$ cat config.mk
export PLATFORM = sky130hd
export DESIGN_NAME = combined_mlcg_skip_generator
export DESIGN_NICKNAME = d
export VERILOG_FILES = /design/src/design/cmsg_pkg.sv /design/src/design/cmsg_mul.sv /design/src/design/combined_mlcg_skip_generator.sv
export SDC_FILE = /design/constraint.sdc
export NUM_CORES = 2
export LEC_CHECK = 0
export ABC_AREA = 0
export BUFFER_PORTS_ARGS = -buffer_cell sky130_fd_sc_hd__buf_4
export CAP_MARGIN = 20
export CORE_MARGIN = 8
export CORE_UTILIZATION = 60
export CTS_CLUSTER_SIZE = 28
export DETAILED_ROUTE_END_ITERATION = 16
export PLACE_DENSITY = 0.78
export SETUP_SLACK_MARGIN = 0.02
export SLEW_MARGIN = 20
export SYNTH_ARGS = -nofsm -noshare
export SYNTH_HDL_FRONTEND = slang
export SYNTH_SLANG_ARGS = --single-unit
$ cat constraint.sdc
create_clock -name clk -period 24.9 [get_ports clk]
set_input_delay 4.98 -clock clk [delete_from_list [all_inputs] [get_ports clk]]
set_output_delay 4.98 -clock clk [all_outputs]
set_load 0.1 [all_outputs]
$ cat src/design/cmsg_pkg.sv
`default_nettype none
package cmsg_pkg;

  typedef enum logic [2:0] {
    ACT_SEED      = 3'd0,
    ACT_SEED_PAIR = 3'd1,
    ACT_NEXT      = 3'd2,
    ACT_STEP      = 3'd3,
    ACT_SKIP      = 3'd4,
    ACT_SPLIT     = 3'd5
  } action_t;

  localparam logic KIND_RANDOM = 1'b0;
  localparam logic KIND_CHILD  = 1'b1;

  localparam logic [63:0] MULT_X  = 64'h6a5d39eae116586d;
  localparam logic [63:0] MULT_Y  = 64'h3b91f78bdac4c89d;
  localparam logic [63:0] SEED_Y  = 64'd36243600;
  localparam logic [63:0] RESET_X = 64'd123456789;

  typedef struct packed {
    logic        start;
    logic [63:0] a;
    logic [63:0] b;
  } mul_req_t;

  typedef struct packed {
    logic        done;
    logic [63:0] p;
  } mul_rsp_t;

endpackage
`default_nettype wire

$ cat src/design/cmsg_mul.sv
`default_nettype none
module cmsg_mul (
  input  wire logic               clk,
  input  wire logic               rst_n,
  input  wire cmsg_pkg::mul_req_t req,
  output cmsg_pkg::mul_rsp_t      rsp
);
  import cmsg_pkg::*;

  // The low 64 bits of a 64 by 64 product, built from three 32 by 32 partial
  // products on one multiplier, one per cycle.
  logic [63:0] a_r, b_r, acc_r;
  logic [1:0]  ph_r;
  logic        busy_r, done_r;
  logic [31:0] opa, opb;
  logic [63:0] pp;

  always_comb begin
    case (ph_r)
      2'd0:    begin opa = a_r[31:0];  opb = b_r[31:0];  end
      2'd1:    begin opa = a_r[63:32]; opb = b_r[31:0];  end
      default: begin opa = a_r[31:0];  opb = b_r[63:32]; end
    endcase
    pp = opa * opb;
  end

  always_ff @(posedge clk) begin
    if (!rst_n) begin
      busy_r <= 1'b0;
      done_r <= 1'b0;
      ph_r   <= 2'd0;
    end else begin
      done_r <= 1'b0;
      if (req.start && !busy_r) begin
        a_r    <= req.a;
        b_r    <= req.b;
        busy_r <= 1'b1;
        ph_r   <= 2'd0;
      end else if (busy_r) begin
        if (ph_r == 2'd0) begin
          acc_r <= pp;
        end else begin
          acc_r[63:32] <= acc_r[63:32] + pp[31:0];
        end
        if (ph_r == 2'd2) begin
          busy_r <= 1'b0;
          done_r <= 1'b1;
        end
        ph_r <= ph_r + 2'd1;
      end
    end
  end

  assign rsp.done = done_r;
  assign rsp.p    = acc_r;

endmodule
`default_nettype wire

$ cat src/design/combined_mlcg_skip_generator.sv
`default_nettype none
// Seed and seed pair load the state directly; step takes one product and next two.
// Skip tests one distance bit at a time and runs its products on the shared
// multiplier: a squaring for every bit and one more product per set bit; split
// adds a preparation step and one product. A product is issued, the multiplier
// forms three partial products and the result is taken. One word is worked at a time.
// Synchronous active-low reset loads x = 123456789, y = 36243600 and offset = 0.
module combined_mlcg_skip_generator #(
  parameter int SKIP_BITS = 64
) (
  input  wire logic        clk,
  input  wire logic        rst_n,
  input  wire logic        in_valid,
  output logic             in_ready,
  input  wire logic [2:0]  in_action,
  input  wire logic [63:0] in_seed_x,
  input  wire logic [63:0] in_seed_y,
  input  wire logic [63:0] in_distance,
  output logic             out_valid,
  input  wire logic        out_ready,
  output logic             out_result_kind,
  output logic [31:0]      out_random_value,
  output logic [63:0]      out_child_x,
  output logic [63:0]      out_child_y,
  output logic [63:0]      out_child_offset
);
  import cmsg_pkg::*;

  localparam int BW = $clog2(SKIP_BITS + 1);

  typedef enum logic [3:0] {
    S_IDLE, S_NEXT_X, S_NEXT_Y, S_STEP, S_SP_PREP,
    S_SK_TEST, S_SK_MUL, S_SK_SQ, S_SP_CHILD, S_HOLD
  } state_t;

  state_t      state_r;
  logic [63:0] x_r, y_r, off_r, dist_r, pw_r;
  logic [BW-1:0] bit_r;
  logic        started_r, split_r, kind_r;
  logic        out_valid_r, out_kind_r;
  logic [31:0] out_rand_r;
  logic [63:0] out_cx_r, out_cy_r, out_co_r;

  mul_req_t req;
  mul_rsp_t rsp;
  logic     mul_step_done;

  cmsg_mul u_mul (
    .clk  (clk),
    .rst_n(rst_n),
    .req  (req),
    .rsp  (rsp)
  );

  always_comb begin
    req.start = 1'b0;
    req.a     = x_r;
    req.b     = MULT_X;
    unique case (state_r)
      S_NEXT_X, S_STEP, S_SK_MUL, S_SP_CHILD: begin
        req.start = !started_r;
        req.a     = x_r;
        req.b     = (state_r == S_SK_MUL) ? pw_r : MULT_X;
      end
      S_NEXT_Y: begin
        req.start = !started_r;
        req.a     = y_r;
        req.b     = MULT_Y;
      end
      S_SK_SQ: begin
        req.start = !started_r;
        req.a     = pw_r;
        req.b     = pw_r;
      end
      default: begin
        req.start = 1'b0;
      end
    endcase
    mul_step_done = started_r && rsp.done;
  end

  assign in_ready = (state_r == S_IDLE);

  always_ff @(posedge clk) begin
    if (!rst_n) begin
      state_r     <= S_IDLE;
      x_r         <= RESET_X;
      y_r         <= SEED_Y;
      off_r       <= 64'd0;
      started_r   <= 1'b0;
      split_r     <= 1'b0;
      kind_r      <= KIND_RANDOM;
      out_valid_r <= 1'b0;
    end else begin
      if (out_valid_r && out_ready && state_r != S_HOLD) begin
        out_valid_r <= 1'b0;
      end
      if (req.start) begin
        started_r <= 1'b1;
      end
      if (mul_step_done) begin
        started_r <= 1'b0;
      end
      unique case (state_r)
        S_IDLE: begin
          if (in_valid) begin
            unique case (in_action)
              ACT_SEED: begin
                x_r   <= {32'd0, in_seed_x[31:0]};
                y_r   <= SEED_Y;
                off_r <= 64'd0;
              end
              ACT_SEED_PAIR: begin
                x_r   <= in_seed_x;
                y_r   <= in_seed_y;
                off_r <= 64'd0;
              end
              ACT_NEXT: state_r <= S_NEXT_X;
              ACT_STEP: state_r <= S_STEP;
              ACT_SKIP: begin
                dist_r  <= in_distance;
                off_r   <= off_r + in_distance;
                pw_r    <= MULT_X;
                bit_r   <= '0;
                split_r <= 1'b0;
                state_r <= S_SK_TEST;
              end
              ACT_SPLIT: begin
                dist_r  <= {off_r[61:0], 2'b00} + off_r + 64'd1;
                pw_r    <= MULT_X;
                bit_r   <= '0;
                split_r <= 1'b1;
                state_r <= S_SP_PREP;
              end
              default: begin
              end
            endcase
          end
        end
        S_NEXT_X: begin
          if (mul_step_done) begin
            x_r     <= rsp.p;
            state_r <= S_NEXT_Y;
          end
        end
        S_NEXT_Y: begin
          if (mul_step_done) begin
            y_r     <= rsp.p;
            kind_r  <= KIND_RANDOM;
            state_r <= S_HOLD;
          end
        end
        S_STEP: begin
          if (mul_step_done) begin
            x_r     <= rsp.p;
            off_r   <= off_r + 64'd1;
            state_r <= S_IDLE;
          end
        end
        S_SP_PREP: begin
          off_r   <= off_r + dist_r;
          state_r <= S_SK_TEST;
        end
        S_SK_TEST: begin
          if (bit_r == BW'(SKIP_BITS) || dist_r == 64'd0) begin
            state_r <= split_r ? S_SP_CHILD : S_IDLE;
          end else if (dist_r[0]) begin
            state_r <= S_SK_MUL;
          end else begin
            state_r <= S_SK_SQ;
          end
        end
        S_SK_MUL: begin
          if (mul_step_done) begin
            x_r     <= rsp.p;
            state_r <= S_SK_SQ;
          end
        end
        S_SK_SQ: begin
          if (mul_step_done) begin
            pw_r    <= rsp.p;
            dist_r  <= {1'b0, dist_r[63:1]};
            bit_r   <= bit_r + BW'(1);
            state_r <= S_SK_TEST;
          end
        end
        S_SP_CHILD: begin
          if (mul_step_done) begin
            kind_r  <= KIND_CHILD;
            state_r <= S_HOLD;
          end
        end
        S_HOLD: begin
          if (!out_valid_r || out_ready) begin
            out_valid_r <= 1'b1;
            out_kind_r  <= kind_r;
            if (kind_r == KIND_CHILD) begin
              out_rand_r <= 32'd0;
              out_cx_r   <= rsp.p;
              out_cy_r   <= y_r;
              out_co_r   <= off_r + 64'd1;
            end else begin
              out_rand_r <= 32'((x_r + y_r) >> 32);
              out_cx_r   <= 64'd0;
              out_cy_r   <= 64'd0;
              out_co_r   <= 64'd0;
            end
            state_r <= S_IDLE;
          end
        end
        default: state_r <= S_IDLE;
      endcase
    end
  end

  assign out_valid        = out_valid_r;
  assign out_result_kind  = out_kind_r;
  assign out_random_value = out_rand_r;
  assign out_child_x      = out_cx_r;
  assign out_child_y      = out_cy_r;
  assign out_child_offset = out_co_r;

endmodule
`default_nettype wire
## After elaboration in Yosys (flattened, before gate mapping)

Cells that the tools add are included.

| cells by class | value |
|---|---|
| reduce and logical (&&, ||, !) cells | 41 |
| eq/ne operators | 33 |
| shifts and indexed selects | 0 |
| add/sub/neg operators | 9 |
| $lt $le $gt $ge | 0 |
| bitwise gates (word level) | 3 |
| $mul | 1 |
| muxes and demuxes | 51 |
| div/mod/pow operators | 0 |

Operators by type and width:

| kind | number |
|---|---|
| $pmux 64 s2 | 8 |
| $mux 64 | 10 |
| $pmux 128 s3 | 1 |
| $add 64x64->64 | 4 |
| $pmux 64 s3 | 1 |
| $add 64x1->64 const B | 2 |
| $mux 32 | 3 |
| $logic_not 64->1 | 1 |
| $mul 32x32->64 | 1 |
| $mux 4 | 9 |
| $pmux 4 s9 | 1 |
| $add 32x32->32 | 1 |
| $mux 7 | 3 |
| $ne 2x2->1 const B | 9 |
| $eq 4x3->1 const B | 4 |
| $pmux 4 s4 | 1 |
| $reduce_and 4->1 | 4 |
| $pmux 7 s2 | 1 |
| $reduce_and 3->1 | 4 |
| $reduce_or 2->1 | 6 |
| $mux 1 | 11 |
| $reduce_and 5->1 | 2 |
| $reduce_bool 2->1 | 5 |
| $eq 4x2->1 const B | 2 |
| 29 further kinds | 44 |

| word-level totals | value |
|---|---|
| logic and storage cells | 161 |
| output and inout port bits | 227 |
| flip-flop bits (word level) | 756 |
| input bits | 199 |
| bits in read-only memories | 0 |
| bits in writable memories | 0 |
| memories kept | 0 |
| bits in latches | 0 |

## Depth between registers and ports, before layout

| depth | value |
|---|---|
| depth in word-level cells | 6 |
| mapped depth | 42 |
| mapped depth without buffers | 40 |

## Modules after synthesis

A second synthesis with hierarchy kept.

| second synthesis, totals | value |
|---|---|
| cells, all modules | 9003 |
| area, all modules | 80921.4 um^2 |

Modules (own cells, without submodules):

| module | area each (um^2) | times used | sequential area each (um^2) | cells an instance |
|---|---|---|---|---|
| cmsg_mul | 41013.1 | 1 | 5845.6 | 4302 |
| combined_mlcg_skip_generator | 39908.3 | 1 | 14814.2 | 4701 |

## Least setup slack after synthesis

No wires, ideal clock.

| timing | value |
|---|---|
| kind | input to register |
| from | in rst_n |
| to | reg out_co_r[0] (netlist: out_child_offset[0]), enable pin |
| arrival time | 21.812 ns |
| data required time | 23.768 ns |
| slack | 1.956 ns |
| setup time | 1.132 ns |
| stages | 4 |
| buffers on the path | 2 |
| cell sequence | clkbuf_1 -> inv_2 -> clkbuf_1 -> nor3b_1 |

| on the way | value |
|---|---|
| cells in the longest elaborated chain, start to end | 1 |

RTL lines:

| what | line | source |
|---|---|---|
| start: declaration | combined_mlcg_skip_generator.sv:12 | `input wire logic rst_n,` |
| $reduce_and 3->1 (no source line) | n/a |  |
| end signal: assignment | combined_mlcg_skip_generator.sv:201 | `out_co_r <= off_r + 64'd1;` |
| end: declaration | combined_mlcg_skip_generator.sv:42 | `logic [63:0] out_cx_r, out_cy_r, out_co_r;` |

Every way passes these cells.
A chain may end at the register's enable or synchronous reset.

## Worst setup path in the final report

| timing | value |
|---|---|
| from | reg u_mul.ph_r[0] |
| to | reg u_mul.acc_r[62], data pin |

| on the way | value |
|---|---|
| cells in the longest elaborated chain, start to end | 6 |
| elaborated cells between the ends (all ways) | 8 |
| those cells by class | add/sub: 1; mul: 1; eq/ne: 1; mux: 3; reduce/logical: 2 |

RTL lines:

| what | line | source |
|---|---|---|
| start: declaration | cmsg_mul.sv:13 | `logic [1:0] ph_r;` |
| start signal: assignment | cmsg_mul.sv:49 | `ph_r <= ph_r + 2'd1;` |
| $eq 2x1->1 / $logic_not 2->1 (equally long branches) | cmsg_mul.sv:19 | `case (ph_r)` |
| $reduce_or 2->1 (no source line) | n/a |  |
| $mux 32 | cmsg_mul.sv:19 |  |
| $mul 32x32->64 * | cmsg_mul.sv:24 | `pp = opa * opb;` |
| via u_mul.pp[18] | cmsg_mul.sv:16 | `logic [63:0] pp;` |
| $add 32x32->32 * | cmsg_mul.sv:43 | `acc_r[63:32] <= acc_r[63:32] + pp[31:0];` |
| $mux 32 * | cmsg_mul.sv:40 | `if (ph_r == 2'd0) begin` |
| end signal: assignment | cmsg_mul.sv:41 | `acc_r <= pp;` |
| end signal: assignment | cmsg_mul.sv:43 |  |
| end: declaration | cmsg_mul.sv:12 | `logic [63:0] a_r, b_r, acc_r;` |

Mark *: on every way through the listed nets, which the timed path passes. The rest lies on a longest branch.

==> impl_metrics.env <==
export IMPL_max_stage_delay_ns=0.75
export IMPL_status="completed"
export IMPL_area_growth_pct=9.98
export IMPL_max_freq_mhz=86.9
export IMPL_grt_max_degree=184
export IMPL_num_fill_cells=10800
export IMPL_critical_path_peak_fanout=49
export IMPL_io_pins=426
export IMPL_synth_commonest_cells="1129 x nand2_1, 1025 x inv_1, 899 x fa_1, 865 x nor2_1, 552 x edfxtp_1"
export IMPL_r2r_start="u_mul.ph_r[0]$_SDFFE_PN0P_"
export IMPL_numCtsBuffers=88
export IMPL_grt_pass1_wl_um=468000
export IMPL_multi_input_area_um2=54000
export IMPL_setup_viol=0
export IMPL_finalSetupTns_ns=0
export IMPL_rsz0062_at_grt="no"
export IMPL_min_delay_start="split_r$_SDFFE_PN0P_"
export IMPL_syn_inst=8801
export IMPL_cts_hold_buf=0
export IMPL_tightestPinTransition_ns=1.19
export IMPL_crit_path_end_kind="flop"
export IMPL_gp_congestion=1.04
export IMPL_min_to="split_r$_SDFFE_PN0P_"
export IMPL_viasPerCell=6.64
export IMPL_slew_violations=0
export IMPL_synth_area_per_cell_um2=9.09
export IMPL_die_width_um=381
export IMPL_synth_net_count=10400
export IMPL_core_area_um2=133000
export IMPL_hold_class="flop to flop"
export IMPL_worst_setup_path_start_kind="flop"
export IMPL_regArea_um2=20700
export IMPL_ys_warnings_count=0
export IMPL_die_area_um2=145000
export IMPL_timing_rr_end="u_mul.acc_r[62]$_DFFE_PP_"
export IMPL_ant_nets=0
export IMPL_ys_seq_elements=756
export IMPL_cpMaxStageDelayCell="buf_4"
export IMPL_mappedNetlistArea_um2=80000
export IMPL_synthArstFlopShare_pct=0
export IMPL_hold_viol=0
export IMPL_layout_drive_gt1_share_pct=9.50
export IMPL_antenna_found_initial=44
export IMPL_drt_pass1_iterations=9
export IMPL_reg2reg_depth=39
export IMPL_worst_slack_ns=13.39
export IMPL_min_period_ns=11.51
export IMPL_wl_um=322000
export IMPL_cts_tree="done"
export IMPL_grt_pass1_vias=71000
export IMPL_pre_cts_ws_ns=13.54
export IMPL_clk_pin_slew_ns=0.06
export IMPL_route_detailed_drc=0
export IMPL_cp_required_ns=25.39
export IMPL_yosysTopAreaCellShare_pct=22.5
export IMPL_initial_core_util_pct=60.1
export IMPL_ctsRootBufferMaster="clkbuf_16"
export IMPL_groute_usage_overall_pct=43.0
export IMPL_wl_per_cell_um=29.7
export IMPL_grt_overflow=0
export IMPL_detailed_place_hpwl_um=251000
export IMPL_maxCapViolations=0
export IMPL_cts_sinks=756
export IMPL_fin_crit_sh_pct=46.2
export IMPL_drtIter0Drc=10300
export IMPL_clockBufferDepth=3
export IMPL_finClkSkew_ns=0.0777
export IMPL_synth_ff_type="edfxtp_1"
export IMPL_htreeDepth=3
export IMPL_synth_edf_count=552
export IMPL_clk_latency_ns=0.78
export IMPL_cts_resized=0
export IMPL_num_rows=134
export IMPL_relSlewSlack_pct=18.7
export IMPL_port_buffers=425
export IMPL_rrSetupSlack_ns=13.39
export IMPL_worst_ep_arrival_time_ns=12.01
export IMPL_yosysUniqueCellTypes=94
export IMPL_yosysSeqAreaShare_pct=25.8
export IMPL_cts_setup_buffers=0
export IMPL_holdPathStages=2
export IMPL_nets=10600
export IMPL_synth_area_top_cells="fa_1 23%, edfxtp_1 21%, ha_1 8.6%"
export IMPL_die_h_um=381
export IMPL_synth_top_area_cell="fa_1"
export IMPL_vias=71900
export IMPL_yosys_cell_count_top_type="nand2_1"
export IMPL_worst_setup_path_type="flop to flop"
## registers in the layout, summed over array words and instances (netlist names), 4 cells and up
name              flops
dist_r               64
off_r                64
out_child_offset     64
out_child_x          64
out_child_y          64
pw_r                 64
u_mul.a_r            64
u_mul.acc_r          64
u_mul.b_r            64
x_r                  64
y_r                  64
out_random_value     32
bit_r                 7
state_r               4
## worst max-delay path: cells and delay by family, from the launching register on
| kind | cells | cell delay, ns |
|---|---|---|
| XOR/XNOR | 1 | 0.24 |
| adder cells (fa/ha/maj) | 11 | 4.29 |
| AND/OR/NAND/NOR | 5 | 1.01 |
| AO/OA/AOI/OAI | 12 | 2.87 |
| buffers and inverters | 8 | 1.41 |
| multiplexers | 2 | 0.95 |
| flip-flops | 1 | 0.40 |
## layout by cell type, fill, tap and decap left out, types with 68 or more instances in the layout
master / count
dfxtp_1: 203
nor2_1: 862
nand4_1: 97
nand3_1: 149
o21ai_0: 325
nand2_1: 1127
xor2_1: 148
and2_1: 225
ha_1: 548
a21o_1: 191
buf_4: 545
a221oi_1: 102
inv_1: 1025
edfxtp_1: 552
a222oi_1: 68
fa_1: 899
a21oi_1: 475
xnor2_1: 197
clkbuf_16: 89
and3_1: 74
nor3_1: 120
## kinds of logic (layout without fill, tap and decap cells)
group                    count (synthesis)  after routing  share of synthesized area (%)
buffers and inverters                 1512           1741                           7.12
other                                    0             22                              0
flip-flops                             756            756                           25.8
AO/OA/AOI/OAI                         1680           1680                           14.0
AND/OR/NAND/NOR                       2919           2919                           16.3
adder cells (fa/ha/maj)               1449           1449                           31.1
multiplexers                           140            140                           1.85
XOR/XNOR                               345            345                           3.78
## metrics by stage
| step | hold slack [ns] | std cells | utilization (%) | area (um^2) |
|---|---|---|---|---|
| after floorplan | 0.464 | 8801 | - | 80000 |
| after global placement | 0.480 | 10600 | 63.8 | 84800 |
| after detailed placement | 0.496 | 10600 | 63.8 | 84800 |
| after CTS | 0.509 | 10800 | 66.1 | 87900 |
| after global routing | 0.554 | 10800 | 66.1 | 87900 |
| final | 0.510 | 10800 | 66.1 | 87900 |
## metal layers
metal | part of all wire, % | vias up | track usage (%)
met3 | 16 | 1056 | 15.8
met5 | 0.049 | - | 0
met1 | 38 | 35400 | 58.1
met2 | 41 | 5310 | 61.2
li1 | - | 30100 | -
met4 | 5.7 | 22 | 20.4
## cell type report
cell class                      instances  area share [%]
Clock buffer                          129            2.87
Timing Repair Buffer                  548            4.73
Clock inverter                         37           0.578
Tap cell                             1768            2.52
Sequential cell                       756            23.5
Multi-Input combinational cell       6533            61.4
Inverter                             1027            4.39
Antenna cell                           22          0.0626
## worst max path at each step
stage                                           from                                 to  slack (ns)
final                     u_mul.ph_r[0]$_SDFFE_PN0P_          u_mul.acc_r[62]$_DFFE_PP_       13.39
after global routing      u_mul.ph_r[0]$_SDFFE_PN0P_          u_mul.acc_r[62]$_DFFE_PP_       12.74
after CTS                 u_mul.ph_r[0]$_SDFFE_PN0P_          u_mul.acc_r[62]$_DFFE_PP_       13.53
after detailed placement  u_mul.ph_r[0]$_SDFFE_PN0P_          u_mul.acc_r[62]$_DFFE_PP_       13.54
after global placement    u_mul.ph_r[0]$_SDFFE_PN0P_          u_mul.acc_r[62]$_DFFE_PP_       13.71
after floorplan                                rst_n  out_child_offset[0]$_SDFFCE_PN0P_        1.96
Power is left out: the tool's default activity adds up to more than one toggle a clock period on the data nets, which glitch-free logic cannot reach.
